<file path="src/dep_pkg.sv">
// Package for the directory entry parser: item types and record layout constants.
// Used by dep_parse, dep_out_buf and directory_entry_parser; no dependencies.
`default_nettype none

package dep_pkg;

  localparam int unsigned HdrBytes      = 8;
  localparam int unsigned NameLenOffset = 6;
  localparam int unsigned LenLoOffset   = 4;
  localparam int unsigned LenHiOffset   = 5;
  localparam int unsigned TypeOffset    = 7;

  typedef struct packed {
    logic [7:0] data_byte;
    logic       dir_end;
  } in_t;

  typedef struct packed {
    logic [31:0] entry_inode;
    logic [7:0]  name_char;
    logic [7:0]  char_index;
    logic        has_char;
    logic        name_end;
    logic        bad_record;
  } out_t;

endpackage

`default_nettype wire

</file>
<file path="src/dep_parse.sv">
// Record parser: tracks the position inside a directory record and forms one result item.
// Depends on dep_pkg for the item types and header offsets.
`default_nettype none

module dep_parse import dep_pkg::*; (
  input  wire logic clk_i,
  input  wire logic rst_ni,
  input  wire logic acc_i,
  input  wire in_t  in_i,
  output logic      res_valid_o,
  output out_t      res_o
);

  logic [15:0] record_pos_q, record_pos_d;
  logic [15:0] record_len_q, record_len_d;
  logic [31:0] held_inode_q, held_inode_d;
  logic [7:0]  held_name_len_q, held_name_len_d;
  logic        halted_q, halted_d;

  logic [16:0] pos_inc;
  logic [15:0] name_idx;
  logic [8:0]  min_len;
  logic        advance;

  assign pos_inc  = {1'b0, record_pos_q} + 17'd1;
  assign name_idx = record_pos_q - 16'(HdrBytes);
  assign min_len  = 9'(HdrBytes) + {1'b0, held_name_len_q};

  always_comb begin
    record_pos_d    = record_pos_q;
    record_len_d    = record_len_q;
    held_inode_d    = held_inode_q;
    held_name_len_d = held_name_len_q;
    halted_d        = halted_q;
    advance         = 1'b0;
    res_valid_o     = 1'b0;
    res_o           = '0;
    res_o.entry_inode = held_inode_q;

    if (acc_i && !halted_q) begin
      advance = 1'b1;
      if (record_pos_q < 16'(LenLoOffset)) begin
        case (record_pos_q[1:0])
          2'd0:    held_inode_d[7:0]   = in_i.data_byte;
          2'd1:    held_inode_d[15:8]  = in_i.data_byte;
          2'd2:    held_inode_d[23:16] = in_i.data_byte;
          2'd3:    held_inode_d[31:24] = in_i.data_byte;
          default: held_inode_d        = held_inode_q;
        endcase
      end else if (record_pos_q == 16'(LenLoOffset)) begin
        record_len_d[7:0] = in_i.data_byte;
      end else if (record_pos_q == 16'(LenHiOffset)) begin
        record_len_d[15:8] = in_i.data_byte;
      end else if (record_pos_q == 16'(NameLenOffset)) begin
        held_name_len_d = in_i.data_byte;
      end else if (record_pos_q == 16'(TypeOffset)) begin
        // The whole header is known on the type byte, so the length check happens here.
        if (record_len_q < {7'd0, min_len}) begin
          res_valid_o      = 1'b1;
          res_o.bad_record = 1'b1;
          halted_d         = 1'b1;
          advance          = 1'b0;
        end else if (held_inode_q != '0 && held_name_len_q == '0) begin
          res_valid_o    = 1'b1;
          res_o.name_end = 1'b1;
        end
      end else begin
        if (held_inode_q != '0 && name_idx < {8'd0, held_name_len_q}) begin
          res_valid_o      = 1'b1;
          res_o.name_char  = in_i.data_byte;
          res_o.char_index = name_idx[7:0];
          res_o.has_char   = 1'b1;
          res_o.name_end   = (name_idx[7:0] + 8'd1 == held_name_len_q);
        end
      end

      if (advance) begin
        if (pos_inc >= 17'(HdrBytes) && pos_inc >= {1'b0, record_len_q}) begin
          record_pos_d = '0;
        end else begin
          record_pos_d = pos_inc[15:0];
        end
      end
    end

    if (acc_i && in_i.dir_end) begin
      record_pos_d    = '0;
      record_len_d    = '0;
      held_inode_d    = '0;
      held_name_len_d = '0;
      halted_d        = 1'b0;
    end
  end

  always_ff @(posedge clk_i or negedge rst_ni) begin
    if (!rst_ni) begin
      record_pos_q    <= '0;
      record_len_q    <= '0;
      held_inode_q    <= '0;
      held_name_len_q <= '0;
      halted_q        <= 1'b0;
    end else begin
      record_pos_q    <= record_pos_d;
      record_len_q    <= record_len_d;
      held_inode_q    <= held_inode_d;
      held_name_len_q <= held_name_len_d;
      halted_q        <= halted_d;
    end
  end

  a_halt_holds_pos: assert property (@(posedge clk_i) disable iff (!rst_ni)
    halted_q && !(acc_i && in_i.dir_end) |=> $stable(record_pos_q))
    else $error("record position moved while halted");

  a_bad_halts: assert property (@(posedge clk_i) disable iff (!rst_ni)
    res_valid_o && res_o.bad_record && !in_i.dir_end |=> halted_q)
    else $error("bad record did not halt the parser");

  a_pos_in_record: assert property (@(posedge clk_i) disable iff (!rst_ni)
    !halted_q && record_pos_q >= 16'(HdrBytes) |-> record_pos_q < record_len_q)
    else $error("record position ran past the record length");

endmodule

`default_nettype wire

</file>
<file path="src/dep_out_buf.sv">
// Two-entry result buffer that decouples the parser from a stalled output.
// Depends on dep_pkg for the result item type.
`default_nettype none

module dep_out_buf import dep_pkg::*; (
  input  wire logic clk_i,
  input  wire logic rst_ni,
  input  wire logic push_i,
  input  wire out_t push_data_i,
  output logic      full_o,
  output logic      valid_o,
  input  wire logic stall_i,
  output out_t      data_o
);

  out_t       mem_q [2];
  logic       wr_ptr_q, rd_ptr_q;
  logic [1:0] count_q;
  logic       push, pop;

  assign full_o  = (count_q == 2'd2);
  assign valid_o = (count_q != 2'd0);
  assign data_o  = mem_q[rd_ptr_q];
  assign push    = push_i && !full_o;
  assign pop     = valid_o && !stall_i;

  always_ff @(posedge clk_i) begin
    if (push) begin
      mem_q[wr_ptr_q] <= push_data_i;
    end
  end

  always_ff @(posedge clk_i or negedge rst_ni) begin
    if (!rst_ni) begin
      wr_ptr_q <= 1'b0;
      rd_ptr_q <= 1'b0;
      count_q  <= '0;
    end else begin
      if (push) wr_ptr_q <= !wr_ptr_q;
      if (pop)  rd_ptr_q <= !rd_ptr_q;
      case ({push, pop})
        2'b10:   count_q <= count_q + 2'd1;
        2'b01:   count_q <= count_q - 2'd1;
        default: count_q <= count_q;
      endcase
    end
  end

  a_count_range: assert property (@(posedge clk_i) disable iff (!rst_ni)
    count_q != 2'd3)
    else $error("result buffer count out of range");

  a_no_drop: assert property (@(posedge clk_i) disable iff (!rst_ni)
    push_i |-> !full_o)
    else $error("result item pushed into a full buffer");

  a_pop_count: assert property (@(posedge clk_i) disable iff (!rst_ni)
    pop && !push |=> count_q == $past(count_q) - 2'd1)
    else $error("result buffer count did not drop on a pop");

endmodule

`default_nettype wire

</file>
<file path="src/directory_entry_parser.sv">
// Each result item is written into the two-entry result buffer and driven onto the output from there.
// Throughput: one input byte per cycle; the two-entry result buffer keeps input flowing
// while one result waits, and input stalls only when both entries are occupied.
// Reset (asynchronous, active low) returns the parser to the start of a record, unhalted,
// and empties the result buffer.
// Top level of the directory entry parser; instantiates dep_parse and dep_out_buf.
`default_nettype none

module directory_entry_parser import dep_pkg::*; (
  input  wire logic clk_i,
  input  wire logic rst_ni,
  input  wire logic in_valid_i,
  output logic      in_stall_o,
  input  wire in_t  in_data_i,
  output logic      out_valid_o,
  input  wire logic out_stall_i,
  output out_t      out_data_o
);

  logic accept;
  logic res_valid;
  out_t res;
  logic buf_full;

  assign in_stall_o = buf_full;
  assign accept     = in_valid_i && !buf_full;

  dep_parse u_parse (
    .clk_i      (clk_i),
    .rst_ni     (rst_ni),
    .acc_i      (accept),
    .in_i       (in_data_i),
    .res_valid_o(res_valid),
    .res_o      (res)
  );

  dep_out_buf u_out_buf (
    .clk_i      (clk_i),
    .rst_ni     (rst_ni),
    .push_i     (res_valid),
    .push_data_i(res),
    .full_o     (buf_full),
    .valid_o    (out_valid_o),
    .stall_i    (out_stall_i),
    .data_o     (out_data_o)
  );

endmodule

`default_nettype wire
</file>
<file path="config.mk">
export PLATFORM = sky130hd
export DESIGN_NAME = directory_entry_parser
export DESIGN_NICKNAME = d
export VERILOG_FILES = /design/src/dep_pkg.sv /design/src/dep_parse.sv /design/src/dep_out_buf.sv /design/src/directory_entry_parser.sv
export SDC_FILE = /design/constraint.sdc
export NUM_CORES = 1
export LEC_CHECK = 0
export BUFFER_PORTS_ARGS = -buffer_cell sky130_fd_sc_hd__clkbuf_2
export CORE_MARGIN = 5
export CORE_UTILIZATION = 40
export DETAILED_ROUTE_END_ITERATION = 10
export HOLD_SLACK_MARGIN = 0.15
export PLACE_DENSITY = 0.66
export SETUP_SLACK_MARGIN = 0.3
export SLEW_MARGIN = 10
export SYNTH_ARGS = -nofsm -noshare
export SYNTH_HDL_FRONTEND = slang
export SYNTH_SLANG_ARGS = --single-unit
</file>
<file path="constraint.sdc">
create_clock -name clk_i -period 5.5 [get_ports clk_i]
set_clock_uncertainty 0.15 [all_clocks]
set_input_delay 1.1 -clock clk_i [delete_from_list [all_inputs] [get_ports clk_i]]
set_output_delay 1.1 -clock clk_i [all_outputs]
set_load 0.02 [all_outputs]
</file>
==> summary by stage <==
GRT
The first global-routing pass estimated 33.5 mm of wire. The number of global-route vias before repair is 6041. The initial antenna violation count is 0.

The maximum number of pins on one net before global-route repair is 62. Across every metal layer, demand over resource in global routing totals 16.5%. The final global-route overflow total is 0.

Synth
The dominant register cell in the synthesized netlist is sky130_fd_sc_hd__edfxtp_1. In the post-synthesis netlist, the biggest area contributors are sky130_fd_sc_hd__edfxtp_1 34%, sky130_fd_sc_hd__dfrtp_1 22%, sky130_fd_sc_hd__mux2_2 8.5%. In this run the mean area of a mapped cell was 11.7 um^2.

The fraction of synthesis flops using an asynchronous set or reset pin is 43.0%. Yosys printed 0 warnings. The number of storage elements in the synthesis netlist is 179. The largest total area in the synthesized netlist belongs to sky130_fd_sc_hd__edfxtp_1. The number of flops mapped to enable cells by yosys is 102.

The share of the yosys chip area belonging to registers is 55.9%. By count the netlist is led by 102 x sky130_fd_sc_hd__edfxtp_1, 83 x sky130_fd_sc_hd__nand2_1, 77 x sky130_fd_sc_hd__dfrtp_1, 67 x sky130_fd_sc_hd__mux2_2, 43 x sky130_fd_sc_hd__nor2_1. The number of unique standard cell types used by synthesis is 54. When the netlist entered floorplanning its net count stood at 819. Synthesis handed over a netlist of 766 instances. The synthesized netlist occupies a cell area of 8930 um^2. In this run the biggest area consumer among cell types represents 34.3% of the synthesized area. Among all cell types in the netlist, the one instantiated most often is sky130_fd_sc_hd__edfxtp_1.

Floorplanning
For this configuration, the core starts out at a cell density of 40.8%. In this run the horizontal extent of the chip is 159 um. The number of primary I/O pins is 66. The die is 159 um tall. The standard cell core area is 21900 um^2. The area enclosed by the die boundary is 25400 um^2. The number of standard-cell rows in the floorplan is 54.

Run status
The flow ran to the end, and the final reports show no timing, DRC or antenna violations.

Power and ir drop
Overall power consumption after layout is estimated at 4500 uW. In this run the static leakage power is 0.00397 uW. Dividing total power by cell area gives a power density of 443 nW/um^2. The peak ir drop on the vdd network is 0.215 mV.

Finish
The post-route netlist has 22.8% of its cells at a drive strength greater than 1. The utilization of the core after routing is 46.4%. The net total in the final layout is 873. After routing the design area is 10200 um^2.

The total of fill cells in the finished design is 2046. The antenna diode instance count is 0. Compared with the post-synthesis result, the final layout area differs by 13.7%.

Timing
Setup repair after global routing left no endpoint under its margin. After routing, the total negative slack on setup checks comes to 0 ns. For the pin with the worst max-slew slack, the measured transition is 1.16 ns.

The number of hold violations in the final report is 0. Setup violations remaining at the end of the flow were counted as 0. The final critical path takes up 76.7% of the cycle. The highest clock rate is 237 MHz.

The final count of pins violating max slew is 0. The worst pin sits at a relative slew slack of 22.7%. After layout, the minimum clock period comes to 4.22 ns.

Setup path
The end of the worst register-to-register path is u_parse.record_pos_q[4]$_DFFE_PN0P_. The critical path goes through ha_1 > nand3_1 > or4_1 > xnor2_1 > ha_1 > nand4_1 > nor3_1 > o31ai_1 > a31oi_1 > nor3_1 > buf_4 > or2_1 > a32o_1. The register-to-register setup slack is 1.28 ns. The worst setup path is launched from a register.

Counting cells, the worst reg-to-reg path comes to 13. The kind of cell with the highest combined delay along the critical path is simple AND/OR/NAND/NOR gates. The worst setup path is captured at a register. The required arrival time at the worst endpoint is 5.68 ns.

The slowest cell on the critical path is sky130_fd_sc_hd__dfrtp_1. The startpoint-to-endpoint class of the critical path is reg -> reg. The launch instance of the worst register-to-register path is u_parse.record_pos_q[1]$_DFFE_PN0P_. The arrival time of the worst setup path is 4.40 ns.

The largest single stage delay on the critical path is 0.57 ns. Together, buffers and inverters on the worst path number 1. In this run the worst path has a maximum fanout of 13.

Drt
The final layout contains routed wiring with a total length of 20.2 mm. The number of design-rule violations left by the first detailed-router iteration is 366. The first TritonRoute pass finished after 4 iterations. The number of vias after detailed routing is 5906. The average wire length per cell after detail routing is 18.1 um.

After detailed routing, the number of vias per cell comes to 5.31. After detailed routing, the number of remaining DRC violations is 0. The count of nets left with antenna violations once routing finished came out at 0.

Worst hold path
Along the worst hold path, the cell count comes to 1. The worst hold path class is reg -> reg. The start point of the worst hold path is u_out_buf.count_q[1]$_DFFE_PN0P_. The path with the worst hold slack has its endpoint at u_out_buf.count_q[1]$_DFFE_PN0P_.

CTS
For the worst-skew pair, the clock arrives at the later sink with an insertion delay of 0.44 ns. TritonCTS created 17 clock buffers. The deepest clock path buffer count is 2.

The TritonCTS clock tree is yes. Counting every sink on the clock net gives 179. The clock tree synthesis step divided the H-tree into 4 levels.

The post-cts sizing count is 0. The post-CTS setup-driven buffer insertion count is 0. Clock-pin slew was measured on the worst setup and hold paths at 0.07 ns.

The clock tree root driver cell is sky130_fd_sc_hd__clkbuf_16. The number of hold buffers added after CTS is 0.

Place
The sum of net half-perimeters after detailed placement is 14.3 mm. Once placement finished, the instance area stood at 9540 um^2. The total of buffers placed on input and output ports is 65. At the end of routability-driven placement, the weighted congestion stood at 0.879.

Job
Across the run, the number of max-cap violations was 0.
==> metal layers <==
layer	part of all wire [%]	track usage, %	up-vias
met5	0	0	-
li1	-	-	2849
met2	49	26.8	111
met4	1.1	4.27	0
met1	46	22.5	2921
met3	4.2	3.68	25
==> power by group <==
part	switching (uW)	internal (uW)	total [uW]
combinational	846	607	1450
clock	593	618	1210
sequential	220	1610	1830
==> through the flow <==
stage	setup WS (ns)	instances	hold slack, ns
3_5_place_dp	1.33	1081	0.326
5_1_grt	0.965	1113	0.369
3_3_place_gp	1.43	1081	0.324
4_1_cts	1.32	1113	0.335
2_1_floorplan	0.831	766	0.307
6_report	1.28	1113	0.338
==> placed cells by master (no fill, tap or decap), types with 5 or more instances in the layout <==
cell type / instances
sky130_fd_sc_hd__nor2b_1: 13
sky130_fd_sc_hd__o21ai_0: 10
sky130_fd_sc_hd__nand3_1: 17
sky130_fd_sc_hd__mux2_2: 67
sky130_fd_sc_hd__a21oi_1: 37
sky130_fd_sc_hd__edfxtp_1: 102
sky130_fd_sc_hd__dfrtp_1: 76
sky130_fd_sc_hd__or3_1: 5
sky130_fd_sc_hd__a32o_1: 7
sky130_fd_sc_hd__clkbuf_2: 64
sky130_fd_sc_hd__and2_1: 18
sky130_fd_sc_hd__nand4_1: 11
sky130_fd_sc_hd__buf_4: 11
sky130_fd_sc_hd__mux2i_1: 17
sky130_fd_sc_hd__nor3_1: 15
sky130_fd_sc_hd__nand2_1: 83
sky130_fd_sc_hd__clkbuf_16: 17
sky130_fd_sc_hd__nor2_1: 42
sky130_fd_sc_hd__nand2b_1: 8
sky130_fd_sc_hd__nor4_1: 16
sky130_fd_sc_hd__ha_1: 40
sky130_fd_sc_hd__inv_1: 41
sky130_fd_sc_hd__o211ai_1: 11
sky130_fd_sc_hd__xor2_1: 7
sky130_fd_sc_hd__xnor2_1: 30
==> cell families after synthesis <==
group / after synthesis / share of synthesized area [%]
buffers and inverters: 82 / 3.71
xor gates and xnor gates: 37 / 3.63
DFF: 179 / 55.9
muxes: 84 / 10.4
AOI/OAI and AO/OA: 93 / 6.78
and+or+nand+nor: 251 / 14.0
adders and majority gates: 40 / 5.61
==> area by class of cell <==
| class | instances | area, um^2 | share of cell area (%) |
|---|---|---|---|
| sequential | 179 | 4990 | 49.2 |
| multi-input combinational | 505 | 3640 | 35.9 |
| clock buffer | 17 | 425 | 4.19 |
| timing repair buffer | 75 | 403 | 3.97 |
| tap | 280 | 350 | 3.45 |
| clock inverter | 15 | 183 | 1.80 |
| inverter | 42 | 158 | 1.55 |
==> state kept, by name, summed over array words and instances, names as in the netlist <==
signal                   count
u_out_buf.mem_q            102
u_parse.held_inode_q        32
u_parse.record_len_q        16
u_parse.record_pos_q        16
u_parse.held_name_len_q      8
u_out_buf.count_q            2
u_out_buf.rd_ptr_q           1
u_out_buf.wr_ptr_q           1
u_parse.halted_q             1
==> worst register-to-register path, cell delays in order, from the launching register on <==
cell and delay (ns):
sky130_fd_sc_hd__dfrtp_1 0.57, sky130_fd_sc_hd__ha_1 0.48, sky130_fd_sc_hd__nand3_1 0.27, sky130_fd_sc_hd__or4_1 0.57, sky130_fd_sc_hd__xnor2_1 0.19, sky130_fd_sc_hd__ha_1 0.31, sky130_fd_sc_hd__nand4_1 0.15, sky130_fd_sc_hd__nor3_1 0.31
sky130_fd_sc_hd__o31ai_1 0.14, sky130_fd_sc_hd__a31oi_1 0.19, sky130_fd_sc_hd__nor3_1 0.06, sky130_fd_sc_hd__buf_4 0.18, sky130_fd_sc_hd__or2_1 0.27, sky130_fd_sc_hd__a32o_1 0.26
==> how the worst max path moves through the flow <==
| stage | from | end | cells past startpoint |
|---|---|---|---|
| after CTS | u_parse.record_pos_q[3]$_DFFE_PN0P_ | u_out_buf.mem_q[1][21]$_DFFE_PP_ | 13 |
| final | u_parse.record_pos_q[1]$_DFFE_PN0P_ | u_parse.record_pos_q[4]$_DFFE_PN0P_ | 13 |
| after floorplan | u_parse.record_pos_q[3]$_DFFE_PN0P_ | u_out_buf.mem_q[1][0]$_DFFE_PP_ | 13 |
| after detailed placement | u_parse.record_pos_q[3]$_DFFE_PN0P_ | u_out_buf.mem_q[0][15]$_DFFE_PP_ | 13 |
| after global routing | u_parse.record_pos_q[1]$_DFFE_PN0P_ | u_parse.record_pos_q[15]$_DFFE_PN0P_ | 13 |
| after global placement | u_parse.record_pos_q[0]$_DFFE_PN0P_ | u_parse.record_pos_q[4]$_DFFE_PN0P_ | 13 |
Note: power is estimated with default switching activity, not from simulation.
